===== src/rtl/syrpf_pkg.sv =====
// Shared types, register codes and small arithmetic helpers for the scaled
// pixel fetch core. No dependencies.
package syrpf_pkg;

    typedef struct packed {
        logic        command;
        logic [19:0] store_address;
        logic [15:0] write_data;
        logic [11:0] dest_x;
        logic [11:0] dest_y;
    } t_item;

    typedef struct packed {
        logic [11:0] source_width;
        logic [11:0] source_height;
        logic [11:0] dest_width;
        logic [11:0] dest_height;
        logic [13:0] source_stride;
        logic [1:0]  source_format;
        logic        dest_bpp_mode;
    } t_cfg;

    localparam logic CMD_WRITE = 1'b0;
    localparam logic CMD_READ  = 1'b1;

    localparam logic [1:0] FMT_RGB565 = 2'd0;
    localparam logic [1:0] FMT_YUYV   = 2'd1;
    localparam logic [1:0] FMT_UYVY   = 2'd2;

    localparam logic BPP_RGB565 = 1'b0;

    localparam logic [2:0] REG_SOURCE_WIDTH  = 3'd0;
    localparam logic [2:0] REG_SOURCE_HEIGHT = 3'd1;
    localparam logic [2:0] REG_DEST_WIDTH    = 3'd2;
    localparam logic [2:0] REG_DEST_HEIGHT   = 3'd3;
    localparam logic [2:0] REG_SOURCE_STRIDE = 3'd4;
    localparam logic [2:0] REG_SOURCE_FORMAT = 3'd5;
    localparam logic [2:0] REG_DEST_BPP_MODE = 3'd6;

    localparam t_cfg CFG_RESET = '{
        source_width:  12'd1024,
        source_height: 12'd600,
        dest_width:    12'd1024,
        dest_height:   12'd600,
        source_stride: 14'd1024,
        source_format: FMT_YUYV,
        dest_bpp_mode: BPP_RGB565
    };

    function automatic logic [11:0] at_least_one(input logic [11:0] v);
        return (v == 12'd0) ? 12'd1 : v;
    endfunction

    // Floor of the sum over 256, limited to 0..255.
    function automatic logic [7:0] clamp8(input logic signed [19:0] s);
        logic [11:0] t;
        t = s[19:8];
        if (s < 0) begin
            return 8'd0;
        end
        return (t > 12'd255) ? 8'd255 : t[7:0];
    endfunction

    // floor(v*255/31) by reciprocal multiply and one correction.
    function automatic logic [7:0] widen5(input logic [4:0] v);
        logic [12:0] n;
        logic [17:0] p;
        logic [7:0]  q;
        logic [12:0] r;
        n = 13'(v) * 13'd255;
        p = 18'(n) * 18'd33;
        q = p[17:10];
        r = n - 13'(q) * 13'd31;
        return (r >= 13'd31) ? q + 8'd1 : q;
    endfunction

    // floor(v*255/63) by reciprocal multiply and one correction.
    function automatic logic [7:0] widen6(input logic [5:0] v);
        logic [13:0] n;
        logic [20:0] p;
        logic [7:0]  q;
        logic [13:0] r;
        n = 14'(v) * 14'd255;
        p = 21'(n) * 21'd65;
        q = p[19:12];
        r = n - 14'(q) * 14'd63;
        return (r >= 14'd63) ? q + 8'd1 : q;
    endfunction

endpackage


===== src/rtl/syrpf_front.sv =====
// Front end: takes commands and holds them in a two-entry queue for the
// back end. Depends on syrpf_pkg.
module syrpf_front (
    input  logic                i_clk,
    input  logic                i_rst_n,
    input  logic                i_push,
    input  syrpf_pkg::t_item    i_item,
    output logic                o_full,
    output logic                o_avail,
    output syrpf_pkg::t_item    o_item,
    input  logic                i_pop
);
    syrpf_pkg::t_item r_slot [2];
    logic             r_wp;
    logic             r_rp;
    logic [1:0]       r_count;
    logic             do_push;

    assign o_full  = (r_count == 2'd2);
    assign o_avail = (r_count != 2'd0);
    assign o_item  = r_slot[r_rp];
    assign do_push = i_push && !o_full;

    always_ff @(posedge i_clk) begin
        if (do_push) begin
            r_slot[r_wp] <= i_item;
        end
    end

    always_ff @(posedge i_clk) begin
        if (!i_rst_n) begin
            r_wp    <= 1'b0;
            r_rp    <= 1'b0;
            r_count <= 2'd0;
        end else begin
            if (do_push) begin
                r_wp <= ~r_wp;
            end
            if (i_pop) begin
                r_rp <= ~r_rp;
            end
            r_count <= r_count + 2'(do_push) - 2'(i_pop);
        end
    end
endmodule


===== config.mk =====
export PLATFORM = sky130hd
export DESIGN_NAME = syrpf_front
export DESIGN_NICKNAME = d
export VERILOG_FILES = /design/src/rtl/syrpf_pkg.sv /design/src/rtl/syrpf_front.sv
export SDC_FILE = /design/constraint.sdc
export NUM_CORES = 1
export LEC_CHECK = 0
export CAP_MARGIN = 30
export CORE_UTILIZATION = 40
export DETAILED_ROUTE_END_ITERATION = 10
export DONT_BUFFER_PORTS = 1
export PLACE_DENSITY = 0.54
export SYNTH_ARGS = -nofsm -noshare
export SYNTH_HDL_FRONTEND = slang
export SYNTH_SLANG_ARGS = --single-unit

===== constraint.sdc =====
create_clock -name i_clk -period 11 [get_ports i_clk]
set_input_delay 1.1 -clock i_clk [delete_from_list [all_inputs] [get_ports i_clk]]
set_output_delay 1.1 -clock i_clk [all_outputs]
set_load 0.05 [all_outputs]

# --- After elaboration in Yosys (flattened, before gate mapping) ---
# Memories as Yosys holds them, arrays and structs flattened. A register that Yosys moved wholly into a read port is not among the register bits.
# Index checks and enable logic that the tools add are counted.
word_totals:
  ff_bits: 4
  ram_bits: 122
  output_inout_bits: 63
  elab_cells: 16
  mem_count: 1
op_classes:
  n_addsub: 2
  n_eq_ne: 1
  muxes: 4
  n_bitwise: 2
  n_reduce_logical: 3
mem_list:
  columns: ["name", "depth", "word_bits", "read_ports", "rd_clocked_by_memory_dff", "wr", "line", "text"]
  rows:
  - ["r_slot", 2, 61, 1, 1, 1, "syrpf_front.sv:13", "syrpf_pkg::t_item r_slot [2];"]
op_table:
  columns: ["operator", "n"]
  rows:
  - ["1-bit two-way mux", 4]
  - ["2-bit by 1-bit adder with 2-bit output", 1]
  - ["2-bit equality test, second input constant", 1]
  - ["1-bit inverter", 2]
  - ["2-bit nonzero test", 1]
  - ["2-bit by 1-bit subtractor with 2-bit output", 1]
  - ["1-bit logical AND", 1]
  - ["1-bit logical NOT", 1]

# --- Depth between registers and ports, before layout ---
# Gate-level depths: netlist (run 1).
depth:
  ltp_word: 5
  mapped_depth: 8
  depth_no_buf: 8

# --- Least setup slack after synthesis (run 1) ---
# Ideal clock, no wire load.
synth_timing:
  path_type: "in2reg"
  start: "input port i_push"
  end: "memory r_slot[0][0] (netlist bit), enable pin"
  setup_time_ns: 0.480
  arrival_ns: 3.746
  setup_slack_ns: 6.774
  cell_stages: 2
  path_cell_list: "nand2_1 -> nor2_1"
synth_via:
  elab_chain_cells: 3
synth_rtl:
  columns: ["element", "line", "text"]
  rows:
  - ["start: declaration", "syrpf_front.sv:6", "input logic i_push,"]
  - ["1-bit logical AND", "syrpf_front.sv:22", "assign do_push = i_push && !o_full;"]
  - ["1-bit two-way mux", "syrpf_front.sv:25", "if (do_push) begin"]
  - ["1-bit two-way mux (not written as such)", "syrpf_front.sv:26", "r_slot[r_wp] <= i_item;"]
  - ["end: declaration", "syrpf_front.sv:13", null]
# No other way between the ends.

==> metrics.txt, run 1 <==
total track usage 12.45%; number of buffers added on ports 0; syn nets 282; global-route wire length before repair 11080 um; RSZ-0062 raised after global routing no; Critical Path Source Type register; slowest stage cell, crit path buf_4; Die Width 113.1 um; power per cell area 259.6 mW/mm2; Synth warnings 0; outcome finished clean; Distinct cells, synth 17; area added between synthesis and finish 12.12%; Final Hold Vio Count 0; most frequent cells in the layout 122 x edfxtp_1, 60 x mux2_4, 17 x clkbuf_16; Syn Inst Count 215; Placement Setup Slack 7.985 ns; # hold bufs at CTS 0; TNS Setup 0 ns; critical path class reg -> out; Sw Ratio 30.58%; CP bufs+invs 1; Yosys top cell by area edfxtp_1; crit share post-route 30.54%; Logic pwr share 22.4%; worst-case clock buffer depth 2; synthesized area 0.004933 mm2; initial core utilization 41.07%; FMAX 0.2977 GHz; critical path, cell by cell buf_4 -> mux2_2; Ant. Diodes 0; area share of the largest cell type after synthesis 74.26%; Final GP Congestion 0.6459; Reg power frac 44.2%; clock latency at the later pin of the worst-skew pair 0.41 ns; initial antenna violation count 0; WL per Instance 19.21 um; final net count 297; CP top delay family buffers and inverters; Pleak 1.987 nW; vias in the first global route 2019; largest net degree at the start of global routing 44; Resize count post-CTS 0; Clk network pwr share 33.4%; Core Rows 40; Area contributors post-synth edfxtp_1 74%, mux2_4 18%, buf_12 2.4%; crit path max fanout 43; grt ovf 0; worst relative slew slack 37.93%; Num Clock Sinks 127; CTS buffer count 17; final setup vio count 0; worst slew pin tran 0.9311 ns; layout cell share with drive strength beyond 1 37.60%; core box area 0.01201 mm2; Die Ht 113.1 um; final core utilization 46.05%; Mean Syn Cell Area 22.95 um2; WHS 0.5159 ns; drc violations 0; Arr. time, crit path 2.26 ns; first-iteration detailed-routing DRC count 158; post-layout min period 3.360 ns; Hold Path Class reg -> reg; die area 0.01278 mm2; Max Clock Skew 0.009966 ns; Vias 1936; MaxCap Viol Count 0; Vias/cell 4.977; Top-Level Pins 128; slowest stage delay, CP 0.72 ns; critical path data required time 9.90 ns; Max VDD drop 0.0001182 V; Final Slew Violations 0; leading cell type in the layout, fill and taps excluded edfxtp_1; htree depth 4; Clock transition at path regs 0.05 ns; Post-Route WL 7473 um; postcts setup bufs 0; CTS Root Cell clkbuf_16; Cell Int Power 0.9969 mW; Final ANT Viol Nets 0; synthesized flop and latch total 127; post-route worst setup slack 7.640 ns; Critical Path End Type output pin; switching power 0.4391 mW; Seq/Total Area, Yosys 76.29%; CTS tree yes; DRT Pass-1 Iters 4
[power by group through the flow]
stage                     clock network (mW)  registers, mW  logic (mW)
final                                  0.480          0.635       0.321
after detailed placement                   0          0.645       0.327
after floorplan                            0          0.641       0.305
after global placement                     0          0.642       0.326
after global routing                   0.517          0.641       0.336
after CTS                              0.495          0.636       0.327
[cell usage after synthesis, drive strengths merged]
| cell | number |
|---|---|
| ha | 2 |
| inv | 3 |
| mux2i | 1 |
| nand2b | 2 |
| xnor2 | 2 |
| dfxtp | 5 |
| buf | 7 |
| or2 | 1 |
| edfxtp | 122 |
| nor2 | 4 |
| nand2 | 2 |
| mux2 | 61 |
| xor2 | 1 |
| and2 | 1 |
| and3 | 1 |
[cell families (layout without fill, tap and decap cells)]
logic type | Yosys count | in the layout | share of synthesized area (%)
xor+xnor | 3 | 3 | 0.5327
mux | 62 | 62 | 18.69
simple gates | 11 | 11 | 1.091
flops | 127 | 127 | 76.29
fa+ha+maj | 2 | 2 | 0.5071
buf+inv | 10 | 37 | 2.891
[worst paths after layout]
check / startpoint / to / slack (ns) / cells past startpoint
worst min-delay path: r_wp$_SDFFE_PN0P_ / r_wp$_SDFFE_PN0P_ / 0.52 / 2
worst min register to register: r_wp$_SDFFE_PN0P_ / r_wp$_SDFFE_PN0P_ / 0.52 / 2
worst max register to register: r_count[0]$_SDFF_PN0_ / r_slot[0][9]$_DFFE_PP_ / 8.77 / 4
worst max-delay path: register / o_item[60] / 7.64 / 2
[routing by layer]
metal | wire (um) | share of wire [%] | global-route usage, % | vias to the layer above
li1 | - | - | - | 871
met1 | 2733 | 37 | 12.55 | 959
met2 | 3667 | 49 | 18.61 | 91
met3 | 921 | 12 | 8.570 | 15
met4 | 150 | 2.0 | 8.158 | 0
met5 | 0 | 0 | 0 | -
[flip-flops by register name (all words and copies together), names as in the netlist, named ones only]
signal,cells
r_rp,1
r_slot,122
r_wp,1
r_count,2
[through the flow]
step                instance area (um2)  power [mW]  cells
floorplan                          4933      0.9459    215
global placement                   5021      0.9684    358
detailed placement                 5021      0.9721    358
CTS                                5532       1.458    389
global route                       5532       1.494    389
finish                             5532       1.436    389
[final cells by class]
| class | instances | area, um2 |
|---|---|---|
| sequential | 127 | 3767 |
| clock buffer | 19 | 432.9 |
| timing repair buffer | 3 | 22.52 |
| fill | 1018 | 6480 |
| tap | 147 | 183.9 |
| inverter | 3 | 11.26 |
| clock inverter | 12 | 77.57 |
| multi-input combinational | 78 | 1036 |
[worst min-delay path: cells and delay by family (launching register included)]
family / cells / cell delay (ns)
flip-flops: 1 / 0.34
AND/OR/NAND/NOR: 1 / 0.07
multiplexers: 1 / 0.06
(Power assumes the default switching activity.)
==> run 2, diff against run 1 <==
--- a/config.mk
+++ b/config.mk
@@ -5,11 +5,12 @@
 export SDC_FILE = /design/constraint.sdc
 export NUM_CORES = 1
 export LEC_CHECK = 0
+export ABC_AREA = 1
 export CAP_MARGIN = 30
 export CORE_UTILIZATION = 40
 export DETAILED_ROUTE_END_ITERATION = 10
 export DONT_BUFFER_PORTS = 1
-export PLACE_DENSITY = 0.54
+export PLACE_DENSITY = 0.56
 export SYNTH_ARGS = -nofsm -noshare
 export SYNTH_HDL_FRONTEND = slang
 export SYNTH_SLANG_ARGS = --single-unit
==> constraint.sdc (replaced) <==
create_clock -name i_clk -period 3 [get_ports i_clk]
set_input_delay 0.3 -clock i_clk [delete_from_list [all_inputs] [get_ports i_clk]]
set_output_delay 0.3 -clock i_clk [all_outputs]
set_load 0.05 [all_outputs]
==> run 2 against run 1 <==
Clock skew fell by 0.0023 ns. Register-to-register slack got worse by 7.5 ns. Clock power rose to 4.3 times the previous value. Combinational power rose to 2.6 times the previous value. Non-clock buffer count rose by 63. Utilization rose by 6.5 points. Critical endpoint is now o_item[31]. Via count rose by 14%. Power rose to 3.5 times the previous value. Sequential power rose to 3.4 times the previous value. Design area rose by 14%.
==> metrics.txt, run 2 <==
Distinct cells, synth 12 (-5); Die Width 113.1 um (about the same); Post-synth EDFFs 122 (unchanged); final core utilization 52.51% (+6.5 points); Fill cells 955 (-6.2%); critical path data required time 2.70 ns (-7.20 ns); Synth warnings 0 (unchanged); DRT Pass-1 Iters 4 (unchanged); Arr. time, crit path 1.78 ns (-0.48 ns); hold path startpoint i_rst_n; reg2reg start r_count[0]$_SDFF_PN0_; Final Slew Violations 0 (unchanged); WL per Instance 17.47 um (-9.1%); Die Ht 113.1 um (about the same); initial antenna violation count 0 (unchanged); biggest registers after layout r_slot x122, r_count x2; Pleak 2.313 nW (+16%); worst slew pin tran 0.6346 ns (-0.2965 ns); final setup vio count 0 (unchanged); MaxCap Viol Count 0 (unchanged); CTS tree yes; max reg flops 122 (unchanged); CTS buffer count 17 (unchanged); crit path max fanout 18 (-58%); post-layout min period 2.084 ns; synthesized area 0.004938 mm2 (+0.10%); most common library cells after synthesis 122 x edfxtp_1, 60 x mux2_4, 10 x nand2_1; Vias 2214 (+14%); Vias/cell 4.792 (-3.7%); Final ANT Viol Nets 0 (unchanged); FF+latch area 0.003767 mm2 (unchanged); worst relative slew slack 57.63% (+20 points); Critical Path End Type output pin; Critical Path Source Type register; Hold Path Class in -> reg; count leader, synth edfxtp_1; most frequent cells in the layout 122 x edfxtp_1, 62 x dlygate4sd3_1, 60 x mux2_4; outcome finished clean; Yosys top cell by area edfxtp_1; postcts setup bufs 0 (unchanged); synthesized flop and latch total 127 (unchanged); Syn Inst Count 224 (+4.2%); number of buffers added on ports 0 (unchanged); leading cell type in the layout, fill and taps excluded edfxtp_1; syn nets 291 (+3.2%); power per cell area 804.4 mW/mm2 (+210%); area share of the largest cell type after synthesis 74.18% (-0.075 points); dpl hpwl 4929 um; FMAX 0.4799 GHz; htree depth 4 (unchanged); Post-Route WL 8070 um (+8.0%); drc violations 0 (unchanged); crit share post-route 69.46%; r2r setup slk 1.23 ns (-7.54 ns); area added between synthesis and finish 27.72%; final net count 369 (+24%); Core Rows 40 (unchanged); clock latency at the later pin of the worst-skew pair 0.41 ns (about the same); Final GP Congestion 0.7144 (+11%); TNS Setup 0 ns (unchanged); largest net degree at the start of global routing 62 (+41%); asr flop ratio synth 0% (unchanged); worst reg2reg path endpoint r_slot[1][37]$_DFFE_PP_; worst-case clock buffer depth 2 (unchanged); grt ovf 0 (unchanged); Ant. Diodes 0 (unchanged); Num Clock Sinks 127 (unchanged); Mean Syn Cell Area 22.05 um2 (-3.9%); critical path class reg -> out; Final Hold Vio Count 0 (unchanged); Register-to-Register Path Depth 5 (+1); global-route wire length before repair 12340 um (+11%); layout cell share with drive strength beyond 1 31.75% (-5.9 points); Seq/Total Area, Yosys 76.21% (-0.077 points); RSZ-0062 raised after global routing no; Clock transition at path regs 0.06 ns (about the same); Min-Delay Endpoint r_count[1]$_SDFF_PN0_; Area contributors post-synth edfxtp_1 74%, mux2_4 18%, buf_12 2.4%; CTS Root Cell clkbuf_16; die area 0.01280 mm2 (+0.11%); Multi-input gate area 0.001025 mm2 (-1.1%); Top-Level Pins 128 (unchanged); total track usage 13.35% (+0.89 points); Max VDD drop 0.0004674 V (+300%); first-iteration detailed-routing DRC count 103 (-35%); Hold Crit Depth 2 (unchanged); Max Clock Skew 0.007708 ns (-0.002258 ns); Post-synth top flop edfxtp_1; core box area 0.01201 mm2 (unchanged); vias in the first global route 2363 (+17%); Top reg by flops r_slot; initial core utilization 41.11% (+0.042 points)
## run 2: how the worst max path moves through the flow
| stage | start | to | cells past startpoint |
|---|---|---|---|
| final | register | o_item[31] | 2 |
| after global routing | register | o_item[31] | 2 |
| after CTS | register | o_item[34] | 2 |
| after detailed placement | r_count[0]$_SDFF_PN0_ | r_slot[1][49]$_DFFE_PP_ | 5 |
| after global placement | r_count[0]$_SDFF_PN0_ | r_slot[1][41]$_DFFE_PP_ | 5 |
| after floorplan | r_count[0]$_SDFF_PN0_ | r_slot[0][0]$_DFFE_PP_ | 4 |
## run 2: cells by family (layout without fill, tap and decap cells)
| family | after synthesis | in the layout | synth area share (%) |
|---|---|---|---|
| flops | 127 | 127 | 76.21 |
| mux | 61 | 61 | 18.47 |
| simple gates | 18 | 18 | 1.419 |
| buf+inv | 14 | 105 | 3.192 |
| fa+ha+maj | 2 | 2 | 0.5066 |
| compound gates | 2 | 2 | 0.2027 |
## run 2: what timing repair did
item                                   in CTS  in global routing
hold buffers                               62                  0
endpoints found under the hold margin     124                  0
resized for setup                           0                  0
## run 2: through the flow
stage          std cells  hold WS (ns)  instance area [um2]  total power, mW  setup WS [ns]
2_1_floorplan        224        0.3935                 4941            2.899         0.4522
3_3_place_gp         368        0.3964                 5070            2.959          1.250
3_5_place_dp         368        0.3981                 5070            2.968          1.226
4_1_cts              462      0.009682                 6307            5.141         0.8621
5_1_grt              462       0.02464                 6307            5.244         0.8347
6_report             462       0.03375                 6307            5.074         0.9163
## run 2: final cells by class
cell class / instances / share of cell area [%]
flip-flops and latches: 127 / 59.73
multi-input cells: 83 / 16.25
repair buffers: 66 / 10.91
clock buffers: 19 / 7.181
well taps: 147 / 2.916
clock inverters: 13 / 2.599
inverters: 7 / 0.4166
## run 2: power by group
part	total, mW	internal (mW)	leakage, nW	switching, mW
Clock	2.08	1.35	0.287	0.729
Sequential	2.17	2.12	1.18	0.0476
Combinational	0.827	0.251	0.848	0.576
## run 2: metal layers
metal | wire (um) | up-vias | global-route usage (%)
li1 | - | 1022 | -
met1 | 2896 | 1094 | 13.40
met2 | 4364 | 78 | 23.48
met3 | 595 | 20 | 5.570
met4 | 212 | 0 | 7.193
met5 | 0 | - | 0
## run 2: critical path: stages (launching register included)
cell	delay [ns]
dfxtp_4	0.57
buf_4	0.37
mux2_4	0.42
==> run 3, diff against run 2 <==
==> constraint.sdc (replaced) <==
create_clock -name i_clk -period 1.65 [get_ports i_clk]
set_input_delay 0.165 -clock i_clk [delete_from_list [all_inputs] [get_ports i_clk]]
set_output_delay 0.165 -clock i_clk [all_outputs]
set_load 0.05 [all_outputs]
==> run 3 against run 2 <==
The flow now finishes with violations (setup timing). Cell count increased by 3.0%. Count of clock-buffer cells in the layout increased by 1. First-iteration DRC count increased by 12%. Design area increased by 2.8%. Via count increased by 2.9%. Routed wire length increased by 2.1%. Sequential power increased by 81%. Sequential share of layout area decreased by 1.6 points. Non-clock buffer count increased by 16. Global-route usage increased by 0.36 points. Die area unchanged. Combinational power increased by 100%. Critical path type unchanged. Critical endpoint is now o_item[8].
==> metrics.txt, run 3 (synthesized netlist as in run 2, its figures left out) <==
outcome complete, but fails checks; failing checks setup timing; power per cell area 1357 mW/mm2 (+69%); slowest stage delay, CP 0.39 ns (-0.18 ns); Num Clock Sinks 127 (unchanged); Final ANT Viol Nets 0 (unchanged); TNS Setup -0.03032 ns (-0.03032 ns); leading cell type in the layout, fill and taps excluded edfxtp_1; crit share post-route 100.4%; Post-Route WL 8237 um (+2.1%); drc violations 0 (unchanged); CTS Root Cell clkbuf_16; Final Total Pwr 8.803 mW (+74%); largest net degree at the start of global routing 41 (-34%); Fill cells 946 (-0.94%); Final Hold Vio Count 0 (unchanged); first-iteration detailed-routing DRC count 115 (+12%); total track usage 13.71% (+0.36 points); worst slew pin tran 0.5188 ns (-0.1158 ns); Vias/cell 4.788 (about the same); DRT Pass-1 Iters 4 (unchanged); Placement Setup Slack 0.1816 ns (-1.045 ns); RSZ-0062 raised after global routing yes; Placement Cell Area 0.005147 mm2 (+1.5%); Top-Level Pins 128 (unchanged); max layer used met4; Arr. time, crit path 1.49 ns (-0.29 ns); CTS tree yes; Final Non-Filler Cells 476 (+3.0%); htree depth 4 (unchanged); Vias 2279 (+2.9%); MaxCap Viol Count 0 (unchanged); clock latency at the later pin of the worst-skew pair 0.41 ns (about the same); global-route wire length before repair 12430 um (+0.72%); worst relative slew slack 65.33% (+7.7 points); placed cell count 372 (+1.1%); Top reg by flops r_slot; Final GP Congestion 0.6586 (-7.8%); number of buffers added on ports 0 (unchanged); dpl hpwl 4785 um (-2.9%); max reg flops 122 (unchanged); final net count 385 (+4.3%); Core Rows 40 (unchanged); WHS 0.07185 ns (+0.03809 ns); CTS buffer count 17 (unchanged); critical path, cell by cell buf_12 -> clkbuf_16 -> mux2_4; critical path class reg -> out; Max VDD drop 0.0006932 V (+48%); critical path data required time 1.48 ns (-1.22 ns); Final Cell Area 0.006486 mm2 (+2.8%); Die Ht 113.1 um (unchanged); crit path max fanout 6 (-12); Clock transition at path regs 0.05 ns (about the same); area added between synthesis and finish 31.34%; routed wl met3 691 um (+16%); met2 routed WL 3945 um (-9.6%); worst-case clock buffer depth 2 (unchanged); WL met1 3441 um (+19%); Ant. Diodes 0 (unchanged); post-route worst setup slack -0.007425 ns (-0.9237 ns); biggest registers after layout r_slot x122, r_count x2; FMAX 0.6033 GHz; Hold Path Class in -> reg; final setup vio count 6 (+6); Max Clock Skew 0.004362 ns (-0.003347 ns); Final Slew Violations 0 (unchanged); grt ovf 0 (unchanged); initial core utilization 41.11% (unchanged); layout cell share with drive strength beyond 1 33.43% (+1.7 points); Pleak 2.406 nW (+4.0%); Die Width 113.1 um (unchanged); post-layout min period 1.657 ns; core box area 0.01201 mm2 (unchanged); vias in the first global route 2485 (+5.2%); most frequent cells in the layout 122 x edfxtp_1, 64 x dlygate4sd3_1, 61 x mux2_4; die area 0.01280 mm2 (unchanged); WL per Instance 17.30 um (-0.93%); final core utilization 54.00% (+1.5 points); slowest stage cell, crit path dfxtp_4; Critical Path Source Type register; initial antenna violation count 0 (unchanged); Critical Path End Type output pin
-- run 3: cell count changes in the layout (fill, tap and decap cells not counted), moves of 3 or more --
cell and change:
clkbuf_1 +3, clkinv_4 -3, clkinv_1 +3, buf_12 +5, clkinv_2 +3, clkinvlp_4 -3
buf_4 +4
-- run 3: worst paths after layout --
| kind | startpoint | slack (ns) | to | cells past startpoint |
|---|---|---|---|---|
| worst min register to register | r_rp$_SDFFE_PN0P_ | 0.50 | r_rp$_SDFFE_PN0P_ | 2 |
| worst min-delay path | i_push | 0.07 | r_wp$_SDFFE_PN0P_ | 3 |
| worst max-delay path | register | -0.007 | o_item[8] | 3 |
| worst max register to register | r_count[0]$_SDFF_PN0_ | 0.17 | r_count[1]$_SDFF_PN0_ | 10 |
-- run 3: cell type report --
class / instances / area [um2] / area share [%]
Inverter: 7 / 30.03 / 0.4630
Sequential cell: 127 / 3769 / 58.10
Clock buffer: 20 / 436.7 / 6.732
Timing Repair Buffer: 82 / 959.7 / 14.80
Clock inverter: 10 / 73.82 / 1.138
Multi-Input combinational cell: 83 / 1033 / 15.93
Tap cell: 147 / 183.9 / 2.836
-- run 3: report_power, final --
group | internal (mW) | leakage (nW) | total, mW | switching, mW
combinational | 0.553 | 0.976 | 1.65 | 1.09
clock | 2.01 | 0.252 | 3.22 | 1.21
sequential | 3.86 | 1.18 | 3.93 | 0.0706
total | 6.43 | 2.41 | 8.80 | 2.38
-- run 3: per-layer routing --
| metal | track usage [%] | up-vias |
|---|---|---|
| met5 | 0 | - |
| met4 | 6.579 | 0 |
| li1 | - | 1053 |
| met1 | 15.14 | 1115 |
| met3 | 7.659 | 18 |
| met2 | 21.43 | 93 |
-- run 3: timing repair --
item / CTS / global route
hold buffers: 64 / 0
hold endpoints to repair: 127 / 0
resized for setup: 3 / 0
buffers inserted: 6 / 0
cloned: 2 / 2
endpoints found under the setup margin: 53 / 53
-- run 3: worst max-delay path, delay by kind of cell, from the launching register on --
kind     cells  cell delay [ns]
mux          1             0.39
buf+inv      2             0.31
flops        1             0.39
